$ cat config.mk
export PLATFORM = sky130hd
export DESIGN_NAME = pulse_capture_mode_detector
export DESIGN_NICKNAME = d
export VERILOG_FILES = /design/src/rtl/core/pcmd_pkg.sv /design/src/rtl/core/pulse_capture_mode_detector.sv
export SDC_FILE = /design/constraint.sdc
export NUM_CORES = 1
export LEC_CHECK = 0
export ABC_AREA = 0
export BUFFER_PORTS_ARGS = -buffer_cell sky130_fd_sc_hd__buf_4
export CAP_MARGIN = 10
export CORE_MARGIN = 1
export CORE_UTILIZATION = 48
export DETAILED_ROUTE_END_ITERATION = 8
export GPL_TIMING_DRIVEN = 0
export PLACE_DENSITY = 0.62
export REMOVE_ABC_BUFFERS = 1
export SYNTH_ARGS = -nofsm -noshare
export SYNTH_HDL_FRONTEND = slang
export SYNTH_SLANG_ARGS = --single-unit
$ cat constraint.sdc
create_clock -name clock -period 24 [get_ports clock]
set_clock_uncertainty 0.1 [all_clocks]
set_input_delay 3.6 -clock clock [delete_from_list [all_inputs] [get_ports clock]]
set_output_delay 3.6 -clock clock [all_outputs]
set_load 0.01 [all_outputs]
$ cat src/rtl/core/pcmd_pkg.sv
// ----------------------------------------------------------------------------
// pcmd_pkg
// Shared types and constants for the pulse capture mode detector: opcodes,
// mode codes, configuration register indexes, run limits and the result type.
// ----------------------------------------------------------------------------
package pcmd_pkg;

   // Default timing parameters.
   localparam int US_PER_RELOAD_DEF = 10000;
   localparam int TICKS_PER_US_DEF  = 4;

   // Field widths.
   localparam int OPCODE_W     = 2;
   localparam int CAPTURE_W    = 16;
   localparam int MODE_W       = 2;
   localparam int WIDTH_W      = 30;
   localparam int BRIGHT_W     = 7;
   localparam int CSR_INDEX_W  = 3;
   localparam int CSR_DATA_W   = 16;
   localparam int HIGH_CNT_W   = 16;
   localparam int LOW_CNT_W    = 8;
   // Holds US_PER_RELOAD times the saturated high tick count for any legal period.
   localparam int HIGH_US_W    = 32;

   // Saturated width in microseconds.
   localparam logic [WIDTH_W-1:0] WIDTH_SAT = 30'd655369999;

   // Run limits: a run longer than the limit changes the mode.
   localparam logic [3:0] START_RUN_LIMIT = 4'd9;
   localparam logic [4:0] BAD_RUN_LIMIT   = 5'd20;
   localparam logic [3:0] SHORT_RUN_LIMIT = 4'd10;

   // Configuration register reset values.
   localparam logic [15:0] START_LOW_RST  = 16'd1090;
   localparam logic [15:0] START_HIGH_RST = 16'd1135;
   localparam logic [15:0] VALID_MIN_RST  = 16'd1000;
   localparam logic [15:0] VALID_MAX_RST  = 16'd2000;
   localparam logic [7:0]  IDLE_LOW_RST   = 8'd55;
   localparam logic [6:0]  BRIGHT_MAX_RST = 7'd64;

   // Request opcodes.
   typedef enum logic [OPCODE_W-1:0] {
      OP_CAPTURE    = 2'd0,
      OP_TICK       = 2'd1,
      OP_MODE_RESET = 2'd2,
      OP_CLEAR_FLAG = 2'd3
   } opcode_type;

   // Mode codes as reported on the result channel.
   localparam logic [MODE_W-1:0] MODE_INVALID = 2'd0;
   localparam logic [MODE_W-1:0] MODE_PWM     = 2'd1;
   localparam logic [MODE_W-1:0] MODE_SWITCH  = 2'd2;

   // Configuration register indexes.
   localparam logic [CSR_INDEX_W-1:0] CSR_START_LOW  = 3'd0;
   localparam logic [CSR_INDEX_W-1:0] CSR_START_HIGH = 3'd1;
   localparam logic [CSR_INDEX_W-1:0] CSR_VALID_MIN  = 3'd2;
   localparam logic [CSR_INDEX_W-1:0] CSR_VALID_MAX  = 3'd3;
   localparam logic [CSR_INDEX_W-1:0] CSR_IDLE_LOW   = 3'd4;
   localparam logic [CSR_INDEX_W-1:0] CSR_BRIGHT_MAX = 3'd5;

   // One result as held in the output and skid registers.
   typedef struct packed {
      logic [MODE_W-1:0]   mode;
      logic [WIDTH_W-1:0]  width;
      logic [BRIGHT_W-1:0] brightness;
      logic                updated;
   } result_type;

endpackage

$ cat src/rtl/core/pulse_capture_mode_detector.sv
// ----------------------------------------------------------------------------
// pulse_capture_mode_detector
// Pulse width measurement and mode detection from edge captures and ticks.
// ----------------------------------------------------------------------------
// Each request is either a capture edge, a timer reload tick, a mode reset or
// a clear of the update flag, and produces exactly one response holding the
// mode, the last measured high width in microseconds, the switch-mode
// brightness and the update flag as they stand after that request. A request
// is handled by a single pass of compare-and-count logic, so one request can
// be accepted every clock unless the request side stalls; its response is
// registered. An output register and a skid register decouple the two sides,
// so a new request is accepted while one response waits, and the request side
// stalls only while both hold a response. Configuration writes take effect at
// the next clock and are meant to be made while no request is in flight.
module pulse_capture_mode_detector #(
   parameter int US_PER_RELOAD = pcmd_pkg::US_PER_RELOAD_DEF,
   parameter int TICKS_PER_US  = pcmd_pkg::TICKS_PER_US_DEF
) (
   input  logic                                 clock,
   input  logic                                 reset,
   // Request channel.
   input  logic                                 req_valid,
   output logic                                 req_stall,
   input  logic [pcmd_pkg::OPCODE_W-1:0]        req_opcode,
   input  logic [pcmd_pkg::CAPTURE_W-1:0]       req_capture_count,
   input  logic                                 req_pin_level,
   // Response channel.
   output logic                                 rsp_valid,
   input  logic                                 rsp_stall,
   output logic [pcmd_pkg::MODE_W-1:0]          rsp_mode,
   output logic [pcmd_pkg::WIDTH_W-1:0]         rsp_measured_width,
   output logic [pcmd_pkg::BRIGHT_W-1:0]        rsp_brightness,
   output logic                                 rsp_width_updated,
   // Configuration write port.
   input  logic                                 csr_wr_en,
   input  logic [pcmd_pkg::CSR_INDEX_W-1:0]     csr_index,
   input  logic [pcmd_pkg::CSR_DATA_W-1:0]      csr_wdata
);

   import pcmd_pkg::*;

   // Reciprocal for the tick-to-microsecond division of a 16-bit magnitude.
   localparam int RECIP_SHIFT = CAPTURE_W + 5;
   localparam int RECIP_W     = RECIP_SHIFT + 1;
   localparam logic [RECIP_W-1:0] RECIP =
      RECIP_W'(((64'd1 << RECIP_SHIFT) + TICKS_PER_US - 1) / TICKS_PER_US);
   localparam logic [HIGH_US_W-1:0] US_STEP = HIGH_US_W'(US_PER_RELOAD);
   localparam int SUM_W = HIGH_US_W + 2;

   // Configuration registers.
   logic [15:0]         start_low_ff, start_high_ff, valid_min_ff, valid_max_ff;
   logic [7:0]          idle_low_ff;
   logic [BRIGHT_W-1:0] bright_max_ff;

   // Block state and next values.
   logic                  expect_falling_ff, expect_falling_in;
   logic [CAPTURE_W-1:0]  rise_capture_ff, rise_capture_in;
   logic [WIDTH_W-1:0]    width_ff, width_in;
   logic [HIGH_CNT_W-1:0] high_reloads_ff, high_reloads_in;
   logic [HIGH_US_W-1:0]  high_us_ff, high_us_in;
   logic [LOW_CNT_W-1:0]  low_reloads_ff, low_reloads_in;
   logic                  width_invalid_ff, width_invalid_in;
   logic [MODE_W-1:0]     mode_ff, mode_in;
   logic [3:0]            start_run_ff, start_run_in;
   logic [4:0]            bad_run_ff, bad_run_in;
   logic [3:0]            short_run_ff, short_run_in;
   logic [BRIGHT_W-1:0]   bright_ff, bright_in;
   logic                  update_ff, update_in;

   // Output and skid registers.
   logic       out_valid_ff, skid_valid_ff;
   result_type out_ff, skid_ff, result;

   logic req_take, out_free;
   opcode_type op;

   // Width arithmetic for a falling edge.
   logic signed [CAPTURE_W:0]        cap_diff;
   logic        [CAPTURE_W-1:0]      diff_mag;
   logic        [CAPTURE_W+RECIP_W-1:0] quot_prod;
   logic        [CAPTURE_W-1:0]      diff_us;
   logic signed [SUM_W-1:0]          width_sum;
   logic        [WIDTH_W-1:0]        width_new;

   assign op       = opcode_type'(req_opcode);
   assign req_stall = skid_valid_ff;
   assign req_take = req_valid & ~skid_valid_ff;
   assign out_free = ~out_valid_ff | ~rsp_stall;

   // Signed tick difference, divided toward zero by the tick rate.
   assign cap_diff  = $signed({1'b0, req_capture_count}) - $signed({1'b0, rise_capture_ff});
   assign diff_mag  = cap_diff[CAPTURE_W] ? CAPTURE_W'(-cap_diff) : cap_diff[CAPTURE_W-1:0];
   assign quot_prod = diff_mag * RECIP;
   assign diff_us   = quot_prod[RECIP_SHIFT +: CAPTURE_W];
   assign width_sum = $signed({2'b00, high_us_ff})
                    + (cap_diff[CAPTURE_W] ? -$signed({{(SUM_W-CAPTURE_W){1'b0}}, diff_us})
                                           :  $signed({{(SUM_W-CAPTURE_W){1'b0}}, diff_us}));
   assign width_new = (width_sum[SUM_W-1] || width_sum > $signed(SUM_W'(WIDTH_SAT)))
                    ? WIDTH_SAT : width_sum[WIDTH_W-1:0];

   // Next state for one request.
   always_comb begin
      expect_falling_in = expect_falling_ff;
      rise_capture_in   = rise_capture_ff;
      width_in          = width_ff;
      high_reloads_in   = high_reloads_ff;
      high_us_in        = high_us_ff;
      low_reloads_in    = low_reloads_ff;
      width_invalid_in  = width_invalid_ff;
      mode_in           = mode_ff;
      start_run_in      = start_run_ff;
      bad_run_in        = bad_run_ff;
      short_run_in      = short_run_ff;
      bright_in         = bright_ff;
      update_in         = update_ff;

      unique case (op)
         OP_CAPTURE: begin
            if (!expect_falling_ff) begin
               // Rising edge: remember the capture and start a high period.
               rise_capture_in   = req_capture_count;
               expect_falling_in = 1'b1;
               high_reloads_in   = '0;
               high_us_in        = '0;
               low_reloads_in    = '0;
            end else begin
               // Falling edge: measure unless the rise was missed.
               if (!width_invalid_ff) begin
                  width_in = width_new;
               end else begin
                  width_invalid_in = 1'b0;
               end
               expect_falling_in = 1'b0;
               high_reloads_in   = '0;
               high_us_in        = '0;
               low_reloads_in    = '0;

               // Short pulses in switch mode.
               if (mode_in == MODE_SWITCH && 32'(width_in) < 32'(US_PER_RELOAD)) begin
                  short_run_in = short_run_ff + 4'd1;
                  if (short_run_in > SHORT_RUN_LIMIT) begin
                     short_run_in = '0;
                     mode_in      = MODE_INVALID;
                     bright_in    = '0;
                  end
               end else begin
                  short_run_in = '0;
               end

               // Start-width pulses lead into pulse-width mode.
               if (mode_in != MODE_PWM) begin
                  if (width_in > WIDTH_W'(start_low_ff) && width_in < WIDTH_W'(start_high_ff)) begin
                     start_run_in = start_run_ff + 4'd1;
                     if (start_run_in > START_RUN_LIMIT) begin
                        mode_in      = MODE_PWM;
                        bright_in    = '0;
                        start_run_in = '0;
                     end
                  end else begin
                     start_run_in = '0;
                  end
               end

               // Out-of-range pulses in pulse-width mode.
               if (mode_in == MODE_PWM && (width_in < WIDTH_W'(valid_min_ff) ||
                                           width_in > WIDTH_W'(valid_max_ff))) begin
                  bad_run_in = bad_run_ff + 5'd1;
                  if (bad_run_in > BAD_RUN_LIMIT) begin
                     bad_run_in = '0;
                     mode_in    = MODE_INVALID;
                     bright_in  = '0;
                  end
               end else begin
                  bad_run_in = '0;
               end

               update_in = 1'b1;
            end
         end
         OP_TICK: begin
            if (req_pin_level) begin
               if (expect_falling_ff) begin
                  // High tick within a pulse.
                  if (high_reloads_ff != '1) begin
                     high_reloads_in = high_reloads_ff + HIGH_CNT_W'(1);
                     high_us_in      = high_us_ff + US_STEP;
                  end
                  if (mode_ff == MODE_SWITCH) begin
                     if (bright_ff < bright_max_ff) begin
                        bright_in = bright_ff + BRIGHT_W'(1);
                     end
                  end else if (mode_ff == MODE_PWM) begin
                     if (high_reloads_in > HIGH_CNT_W'(1)) begin
                        mode_in = MODE_INVALID;
                     end
                  end
               end else begin
                  // High level without a rising edge: the pulse is lost.
                  width_invalid_in  = 1'b1;
                  expect_falling_in = 1'b1;
                  low_reloads_in    = '0;
                  high_reloads_in   = '0;
                  high_us_in        = '0;
               end
            end else begin
               if (!expect_falling_ff) begin
                  // Low tick between pulses.
                  if (low_reloads_ff != '1) begin
                     low_reloads_in = low_reloads_ff + LOW_CNT_W'(1);
                  end
                  if (mode_ff == MODE_SWITCH) begin
                     bright_in = (bright_ff >= BRIGHT_W'(2)) ? bright_ff - BRIGHT_W'(2) : '0;
                  end else if (low_reloads_in > idle_low_ff) begin
                     mode_in   = MODE_SWITCH;
                     bright_in = '0;
                  end
               end else begin
                  // Low level without a falling edge.
                  expect_falling_in = 1'b0;
                  high_reloads_in   = '0;
                  high_us_in        = '0;
                  low_reloads_in    = '0;
               end
            end
         end
         OP_MODE_RESET: begin
            mode_in = MODE_INVALID;
         end
         OP_CLEAR_FLAG: begin
            update_in = 1'b0;
         end
         default: begin
            update_in = update_ff;
         end
      endcase
   end

   // Response built from the next state.
   always_comb begin
      result.mode       = mode_in;
      result.width      = width_in;
      result.brightness = bright_in;
      result.updated    = update_in;
   end

   // Configuration registers.
   always_ff @(posedge clock) begin
      if (reset) begin
         start_low_ff  <= START_LOW_RST;
         start_high_ff <= START_HIGH_RST;
         valid_min_ff  <= VALID_MIN_RST;
         valid_max_ff  <= VALID_MAX_RST;
         idle_low_ff   <= IDLE_LOW_RST;
         bright_max_ff <= BRIGHT_MAX_RST;
      end else if (csr_wr_en) begin
         unique case (csr_index)
            CSR_START_LOW:  start_low_ff  <= csr_wdata;
            CSR_START_HIGH: start_high_ff <= csr_wdata;
            CSR_VALID_MIN:  valid_min_ff  <= csr_wdata;
            CSR_VALID_MAX:  valid_max_ff  <= csr_wdata;
            CSR_IDLE_LOW:   idle_low_ff   <= csr_wdata[7:0];
            CSR_BRIGHT_MAX: bright_max_ff <= csr_wdata[BRIGHT_W-1:0];
            default: begin
               start_low_ff <= start_low_ff;
            end
         endcase
      end
   end

   // Block state, updated on each accepted request.
   always_ff @(posedge clock) begin
      if (reset) begin
         expect_falling_ff <= 1'b0;
         rise_capture_ff   <= '0;
         width_ff          <= '0;
         high_reloads_ff   <= '0;
         high_us_ff        <= '0;
         low_reloads_ff    <= '0;
         width_invalid_ff  <= 1'b0;
         mode_ff           <= MODE_INVALID;
         start_run_ff      <= '0;
         bad_run_ff        <= '0;
         short_run_ff      <= '0;
         bright_ff         <= '0;
         update_ff         <= 1'b0;
      end else if (req_take) begin
         expect_falling_ff <= expect_falling_in;
         rise_capture_ff   <= rise_capture_in;
         width_ff          <= width_in;
         high_reloads_ff   <= high_reloads_in;
         high_us_ff        <= high_us_in;
         low_reloads_ff    <= low_reloads_in;
         width_invalid_ff  <= width_invalid_in;
         mode_ff           <= mode_in;
         start_run_ff      <= start_run_in;
         bad_run_ff        <= bad_run_in;
         short_run_ff      <= short_run_in;
         bright_ff         <= bright_in;
         update_ff         <= update_in;
      end
   end

   // Output register with a skid stage behind it.
   always_ff @(posedge clock) begin
      if (reset) begin
         out_valid_ff  <= 1'b0;
         skid_valid_ff <= 1'b0;
      end else if (skid_valid_ff) begin
         if (out_free) begin
            out_valid_ff  <= 1'b1;
            skid_valid_ff <= 1'b0;
         end
      end else if (req_take) begin
         if (out_free) begin
            out_valid_ff <= 1'b1;
         end else begin
            skid_valid_ff <= 1'b1;
         end
      end else if (out_free) begin
         out_valid_ff <= 1'b0;
      end
   end

   always_ff @(posedge clock) begin
      if (skid_valid_ff) begin
         if (out_free) begin
            out_ff <= skid_ff;
         end
      end else if (req_take) begin
         if (out_free) begin
            out_ff <= result;
         end else begin
            skid_ff <= result;
         end
      end
   end

   assign rsp_valid          = out_valid_ff;
   assign rsp_mode           = out_ff.mode;
   assign rsp_measured_width = out_ff.width;
   assign rsp_brightness     = out_ff.brightness;
   assign rsp_width_updated  = out_ff.updated;

endmodule
==> metrics, run 1 <==
I/O pins 85; fin. max-slew vios 0; Placed Area ~20000 um^2; Synth Register Bits between 200 and 300; Avg Synthesized Cell Area around 8 um^2; unrepaired setup endpoints after global routing false; routed via count around 17k; crit-path leading delay family compound AO/OA/AOI/OAI gates; FMAX between 60 and 70 MHz; Peak VDD IR 0.04134 mV; WHS Endpoint valid_max_ff[5]$_SDFFE_PP0P_; Async S/R FF share, synth 0%; Tmin final approximately 16 ns; total wire length 51.77 mm; H-Tree Depth 2; fin crit share between 60% and 70%; Root Buffer clkbuf_16; Placer Congestion 0.9039; Clk pwr share between 40% and 50%; Iteration-0 DRC Markers between 1k and 1.5k; worst slew pin tran about 1.1 ns; CP bufs+invs 2; setup_tns 0 ns; WP data arrival roughly 16 ns; global-route wire length before repair approximately 84 mm; top-count cell post-synth nand2_1; crit-path max cell delay roughly 0.77 ns; share of the synthesized area in the top cell type 21.65%; HPWL Detailed between 30 and 40 mm; Finished Layout Cells approximately 2.9k; IO buf count 84; clock-pin slew on the worst setup and hold paths around 0.06 ns; CP Max Fanout 18; vias in the first global route roughly 16k; Reg2Reg Capture Point rsp_brightness[2]$_DFFE_PP_; list of most frequent post-synthesis cells nand2_1, a21oi_1, nor2_1; Crit. End Element register; layout cells sized above 1 9.033%; ys flop type dfxtp_1; library cells used by synthesis 99; Fin Hold WS roughly 0.35 ns; fill count approximately 3.6k; placed cells ~2.8k; hold crit path type reg -> reg; Post-Syn Area 18870 um^2; DRC viols 0; nets 2509; status finished clean; register share of total power between 40% and 50%; top post-synthesis cells by area dfxtp_1, edfxtp_1, ha_1, nand2_1, a21oi_1; most used cell, CP ha_1; WHS Path Cells 2; grt total ovfl 0; cts repair resizes 0; die width between 200 and 250 um; drt first pass iters 6; CP max-delay cell nor2_1; leakage power slightly above 8 nW; cts bufs inserted 34; design area between 20000 and 25000 um^2; antenna diode count 0; CTS sink cnt roughly 280; Core ar. around 39000 um^2; Internal slightly below 900 uW; Max-Cap Viols 0; hold-fix buffers at CTS 0; deepest clock path buffer count 3; NetSw 376.7 uW; initial antenna violation count 0; normalized max-slew margin a little under a quarter; switching share of power 29.67%; R2R Path Start rise_capture_ff[0]$_SDFFE_PP0P_; Mapped Cells ~2.3k; Die Y-Extent between 200 and 250 um; WL/cell between 15 and 20 um; largest net degree at the start of global routing 99; Area Growth Syn to Fin 11.03%; Yosys Warn Count 0; post-CTS setup buffers 0; Worst Path Required 24.17 ns; Power, Total 1.270 mW; register area share after synthesis around a third; P per Cell Area just over 60 nW/um^2; Starting Density about 49%; CTS tree built; worst skew pair latency around 0.55 ns; Worst R2R Setup Slack roughly 11 ns; Die Area 40100 um^2; Tot GR Track Use roughly a quarter; Combinational Power Share between 15 and 20%; FP Rows 72; Setup crit start kind primary input; Post-synth EDFFs 80; ANT nets after route 0; vias per cell 5.924; largest area contributor in the netlist dfxtp_1; final setup vio count 0; Crit Path Class in -> reg; hold path startpoint valid_max_ff[5]$_SDFFE_PP0P_; Worst Reg-to-Reg Cells 45; Final Hold Fails 0
[through the flow]
stage	setup WS [ns]	util, %
2_1_floorplan	10.34	-
3_3_place_gp	7.851	50.84
3_5_place_dp	7.890	51.29
4_1_cts	8.424	54.08
5_1_grt	7.250	54.08
6_report	8.213	54.08
[cells by family after synthesis]
kind of cell,after synthesis,synth area share (%)
AO/OA/AOI/OAI,637,22.45
XOR/XNOR,90,4.291
adder cells (fa/ha/maj),134,8.920
buffers and inverters,250,5.080
flip-flops,284,34.38
multiplexers,51,2.944
other,1,0.01988
AND/OR/NAND/NOR,871,21.92
[registers in the layout (all words and copies together) (netlist names), 16 cells and up]
name                flops
high_reloads_ff        16
high_us_ff             28
rise_capture_ff        16
rsp_measured_width     30
skid_ff                40
start_high_ff          16
start_low_ff           16
valid_max_ff           16
valid_min_ff           16
width_ff               30
[worst max-delay path by stage]
stage                          from                          end  slack, ns  depth (start not counted)
6_report       req_capture_count[0]  rsp_brightness[2]$_DFFE_PP_       8.21                         47
5_1_grt        req_capture_count[0]  rsp_brightness[6]$_DFFE_PP_       7.25                         47
4_1_cts        req_capture_count[0]  rsp_brightness[2]$_DFFE_PP_       8.42                         47
3_5_place_dp   req_capture_count[0]  rsp_brightness[2]$_DFFE_PP_       7.89                         47
2_1_floorplan  req_capture_count[0]  rsp_brightness[2]$_DFFE_PP_      10.34                         46
3_3_place_gp   req_capture_count[0]  rsp_brightness[2]$_DFFE_PP_       7.85                         46
[layout by cell type, fill, tap and decap left out, types with 49 or more instances in the layout]
master and n:
a21oi_1 217, buf_4 85, dfxtp_1 204, edfxtp_1 80, ha_1 132, inv_1 134, nand2_1 320, nand3_1 53
nor2_1 206, nor3_1 49, o21ai_0 89
[power by group through the flow]
| stage | Sequential, mW | Combinational, mW | Clock [mW] |
|---|---|---|---|
| detailed placement | 0.523 | 0.244 | 0 |
| global route | 0.513 | 0.275 | 0.538 |
| finish | 0.512 | 0.248 | 0.509 |
| global placement | 0.523 | 0.237 | 0 |
| CTS | 0.512 | 0.246 | 0.520 |
| floorplan | 0.524 | 0.163 | 0 |
[per-layer routing]
metal	track usage, %	vias up	share of wire (%)
met3	3.222	84	5.6
met4	8.288	0	2.6
met5	0	-	0
li1	-	8432	-
met1	37.24	8049	49
met2	39.14	472	43
[worst register-to-register path, delay by kind of cell (launching register included)]
kind	cells	cell delay (ns)
AO/OA/AOI/OAI	20	4.72
XOR/XNOR	4	1.33
adder cells (fa/ha/maj)	5	1.75
flip-flops	1	0.31
AND/OR/NAND/NOR	16	4.45
[cell type report]
cell class              instances  area (um^2)  share of cell area, %
multi-input cells            1784        11450                  54.64
flip-flops and latches        284         6486                  30.96
clock buffers                  46        937.1                  4.474
repair buffers                 94        782.0                  3.733
well taps                     518        648.1                  3.094
inverters                     135        506.7                  2.419
clock inverters                15        142.6                 0.6809
Power figures use the tool's default switching activity.
==> run 2: changes to the inputs <==
- ABC_AREA: 0 -> 1
- PLACE_DENSITY: 0.62 -> 0.64
- clock period: 24 -> 13.3 ns (I/O delays scaled with it)
==> metrics, run 2 <==
status finished clean; I/O pins 85; register area share after synthesis about 34%; Power, Total ~2.5 mW; cts bufs inserted 36; clock-pin slew on the worst setup and hold paths approximately 0.06 ns; fin crit share around four fifths; Starting Density roughly half; grt total ovfl 0; library cells used by synthesis between 60 and 70; Die Y-Extent slightly above 200 um; vias per cell ~5.3; Crit. End Element register; Peak VDD IR between 0.1 and 0.15 mV; list of most frequent post-synthesis cells nand2_1, inv_1, a21oi_1; ys flop type dfxtp_1; Crit Path Class in -> reg; initial antenna violation count 1; Tmin final roughly 11 ns; met2 wire length 22.93 mm; worst skew pair latency about 0.56 ns; H-Tree Depth 2; Root Buffer clkbuf_16; Synth Register Bits about 280; IO buf count 84; total wire length roughly 50 mm; DRC viols 0; layout cells sized above 1 9.319%; ANT nets after route 0; global-route wire length before repair 85.54 mm; normalized max-slew margin a little over a fifth; fin. max-slew vios 0; deepest clock path buffer count 3; largest area contributor in the netlist dfxtp_1; top-count cell post-synth nand2_1; CP max-delay cell a21oi_4; Yosys Warn Count 0; WP data arrival around 11 ns; unrepaired setup endpoints after global routing false; Worst Path Required between 10 and 15 ns; commonest non-fill, non-tap cell in the layout nand2_1; commonest cells after routing, fill and taps aside nand2_1, inv_1, a21oi_1, o21ai_0, dfxtp_1; cts repair resizes 0; HPWL Detailed between 30 and 40 mm; Post-Route M1 WL ~25 mm; met3 WL between 2 and 3 mm; post-CTS setup buffers 0; largest net degree at the start of global routing roughly 100; Async S/R FF share, synth 0%; Mapped Cells between 2k and 3k; worst slew pin tran 1.179 ns; Largest Register skid_ff; design area approximately 21000 um^2; Tot GR Track Use between 20% and 30%; top post-synthesis cells by area dfxtp_1, nand2_1, edfxtp_1, ha_1, inv_1; FP Rows 72; fill count around 3.8k; CTS sink cnt 284; Max-Cap Viols 0; Core ar. slightly below 40000 um^2; FMAX 92.25 MHz; setup_tns 0 ns; CTS tree built; Top Layer Used met5; CP Max Fanout 32; die width 201.6 um; Multi-input gate area 10690 um^2; P per Cell Area between 100 and 150 nW/um^2; max reg flops 40; hold crit path type reg -> reg; antenna diode count 0; final setup vio count 0; leakage power roughly 10 nW; most used cell, CP nand2_1; Placer Congestion between 0.9 and 1; nets a little under 3k; Die Area 40640 um^2; Post-synth EDFFs 80; Setup crit start kind primary input; vias in the first global route between 15k and 20k; WL/cell approximately 15 um; Reg area 6487 um^2; Iteration-0 DRC Markers between 1k and 1.5k; share of the synthesized area in the top cell type a little over a fifth; Placed Area 20210 um^2; routed via count about 18k; Final Hold Fails 0; Avg Synthesized Cell Area slightly below 7 um^2; Post-Syn Area approximately 19000 um^2; Area Growth Syn to Fin 12.04%; drt first pass iters 5; crit-path max cell delay about 0.70 ns; hold-fix buffers at CTS 0
run 2: cell types whose count changed after synthesis, moves of 24 or more:
cell      before  now
a211oi_1      28    4
xnor2_1       48   11
o211ai_1      13   37
nand3_1       53  131
mux2_2        36    1
a21oi_1      218  253
clkbuf_1     105   65
nand2_1      320  656
and3_1        28    1
a22oi_1       27    1
inv_1        134  415
nand2_2        0   27
nand2b_1      24    0
o21ai_0       90  208
run 2: area by class of cell:
class	instances	share of cell area, %
clock buffers	47	4.782
clock inverters	18	0.7241
inverters	431	7.574
multi-input cells	1960	49.88
flip-flops and latches	284	30.28
well taps	518	3.025
repair buffers	93	3.737
run 2: layer usage:
metal,vias to the layer above,global-route usage (%)
li1,9179,-
met1,8213,35.72
met2,406,41.92
met3,53,3.968
met4,2,5.952
met5,-,0
run 2: worst paths after layout:
path	start	end	slack [ns]	cells after the start
hold / removal	rise_capture_ff[9]$_SDFFE_PP0P_	rise_capture_ff[9]$_SDFFE_PP0P_	0.35	2
setup reg to reg	rise_capture_ff[0]$_SDFFE_PP0P_	rsp_brightness[0]$_DFFE_PP_	3.77	53
setup / recovery	req_capture_count[0]	rsp_brightness[0]$_DFFE_PP_	2.46	55
hold reg to reg	rise_capture_ff[9]$_SDFFE_PP0P_	rise_capture_ff[9]$_SDFFE_PP0P_	0.35	2
run 2: kinds of logic (layout without fill, tap and decap cells):
group / Yosys count / count (layout) / share of synthesized area [%]
DFF: 284 / 284 / 33.92
adders and majority gates: 133 / 133 / 8.741
muxes: 1 / 1 / 0.05888
xor gates and xnor gates: 54 / 54 / 2.512
other: 1 / 1 / 0.01961
AOI/OAI and AO/OA: 570 / 570 / 16.50
and+or+nand+nor: 1201 / 1201 / 27.92
buffers and inverters: 512 / 589 / 10.34
run 2: critical path: cells and delay by family:
kind	cells	cell delay (ns)
buf+inv	6	0.61
compound gates	9	2.58
simple gates	34	4.42
fa+ha+maj	5	1.29
xor+xnor	1	0.20
run 2: through the flow:
| stage | utilization (%) | worst slack, ns | std cells | hold WS, ns |
|---|---|---|---|---|
| 5_1_grt | 54.93 | 1.447 | 3351 | 0.3819 |
| 6_report | 54.93 | 2.460 | 3351 | 0.3540 |
| 3_3_place_gp | 51.39 | 1.973 | 3277 | 0.3431 |
| 4_1_cts | 54.84 | 2.436 | 3349 | 0.3600 |
| 3_5_place_dp | 51.82 | 1.894 | 3284 | 0.3488 |
| 2_1_floorplan | - | 4.115 | 2675 | 0.3292 |
run 2: where the power goes:
| part | total, mW | internal, mW | switching (mW) |
|---|---|---|---|
| registers | 0.937 | 0.921 | 0.0156 |
| logic | 0.579 | 0.191 | 0.389 |
| clock network | 0.975 | 0.584 | 0.392 |
| total | 2.49 | 1.70 | 0.796 |
==> run 3: changes to the inputs <==
- PLACE_DENSITY: 0.64 -> 0.62
- clock period: 13.3 -> 11.25 ns (I/O delays scaled with it)
==> metrics, run 3 (synthesis results as in run 2) <==
H-Tree Depth 2; Fin Hold WS around 0.36 ns; total wire length between 50 and 60 mm; layout cells sized above 1 just over 9%; Setup crit start kind primary input; most used cell, CP nand2_1; commonest non-fill, non-tap cell in the layout nand2_1; CP max-delay cell o211ai_1; placed cells about 3.3k; Tmin final ~10 ns; PnR worst setup slack slightly above 0.8 ns; vias per cell roughly 5.3; Iteration-0 DRC Markers around 860; commonest cells after routing, fill and taps aside nand2_1, inv_1, a21oi_1, o21ai_0, dfxtp_1; Worst Path Required between 10 and 15 ns; CP Max Fanout 16; Finished Layout Cells 3346; crit-path max cell delay around 0.42 ns; Max-Cap Viols 0; fill count around 3.9k; nets around 3.0k; HPWL Detailed just under 40 mm; normalized max-slew margin between 15 and 20%; I/O pins 85; setup_tns 0 ns; die width roughly 200 um; worst slew pin tran between 1 and 1.5 ns; hold crit path type reg -> reg; Tot GR Track Use 25.18%; Starting Density 49.03%; Die Area between 40000 and 50000 um^2; post-CTS setup buffers 0; fin. max-slew vios 0; CTS sink cnt approximately 280; antenna diode count 0; worst skew pair latency approximately 0.54 ns; status finished clean; drt first pass iters 5; vias in the first global route 16.41k; Placer Congestion 0.8900; ANT nets after route 0; initial antenna violation count 0; WP data arrival 10.63 ns; Crit. End Element register; WL/cell 15.07 um; grt total ovfl 0; FMAX around 96 MHz; Largest Register skid_ff; largest net degree at the start of global routing between 80 and 90; Root Buffer clkbuf_16; clock-pin slew on the worst setup and hold paths roughly 0.060 ns; DRC viols 0; routed via count 17.64k; cts bufs inserted 35; Worst R2R Setup Slack between 1.5 and 2 ns; Peak VDD IR ~0.10 mV; leakage power approximately 9.9 nW; max reg flops 40; FP Rows 72; P per Cell Area around 130 nW/um^2; Final Hold Fails 0; fin crit share between 90% and 100%; Area Growth Syn to Fin 11.21%; Core ar. 39010 um^2; CTS tree built; Crit Path Class in -> reg; IO buf count 84; Power, Total approximately 2.8 mW; Die Y-Extent about 200 um; pre-CTS setup slack ~0.17 ns; final setup vio count 0; global-route wire length before repair around 83 mm; unrepaired setup endpoints after global routing false; deepest clock path buffer count 3
## run 3: changes by cell type in the layout (fill, tap and decap cells not counted), sizes merged
cell / change
clkinvlp: -2
inv: -1
a21oi: +1
buf: -3
bufinv: -2
clkbuf: +2
## run 3: through the flow
stage,utilization (%),area (um^2)
final,54.52,21270
after global routing,54.52,21270
after CTS,54.46,21240
after detailed placement,51.74,20180
after global placement,51.39,20050
after floorplan,-,18770
## run 3: per-layer routing
layer | track usage [%] | vias to the layer above | part of all wire (%)
met1 | 35.20 | 8089 | 50
met2 | 40.57 | 311 | 44
li1 | - | 9178 | -
met5 | 0 | - | 0
met3 | 3.126 | 63 | 3.9
met4 | 7.278 | 0 | 2.1
## run 3: layout make-up
| class | instances | area, um^2 | share of cell area, % |
|---|---|---|---|
| clock buffer | 49 | 988.4 | 4.648 |
| timing repair buffer | 90 | 745.7 | 3.506 |
| tap | 518 | 648.1 | 3.047 |
| inverter | 431 | 1623 | 7.630 |
| sequential | 284 | 6487 | 30.50 |
| clock inverter | 13 | 71.32 | 0.3353 |
| multi-input combinational | 1961 | 10700 | 50.33 |
## run 3: path summary, 6_finish.rpt
path,from,end,depth (start not counted)
worst max-delay path,req_capture_count[0],rsp_brightness[5]$_DFFE_PP_,56
worst min-delay path,rise_capture_ff[7]$_SDFFE_PP0P_,rise_capture_ff[7]$_SDFFE_PP0P_,2
worst max register to register,rise_capture_ff[0]$_SDFFE_PP0P_,rsp_brightness[5]$_DFFE_PP_,54
worst min register to register,rise_capture_ff[7]$_SDFFE_PP0P_,rise_capture_ff[7]$_SDFFE_PP0P_,2
## run 3: what timing repair did
action / 4_1_cts / 5_1_grt
gates resized for setup: 0 / 2
setup endpoints to repair: 0 / 21
hold buffers: 0 / 0
## run 3: power by group
group	internal (mW)	switching (mW)	leakage, nW	total [mW]
Clock	0.613	0.437	0.533	1.05
Combinational	0.224	0.461	6.98	0.685
Sequential	1.09	0.0185	2.41	1.11
## run 3: critical path, delay by kind of cell
family / cells / cell delay [ns]
buffers and inverters: 6 / 0.78
xor gates and xnor gates: 1 / 0.19
AOI/OAI and AO/OA: 7 / 1.33
adders and majority gates: 5 / 1.59
and+or+nand+nor: 37 / 4.99
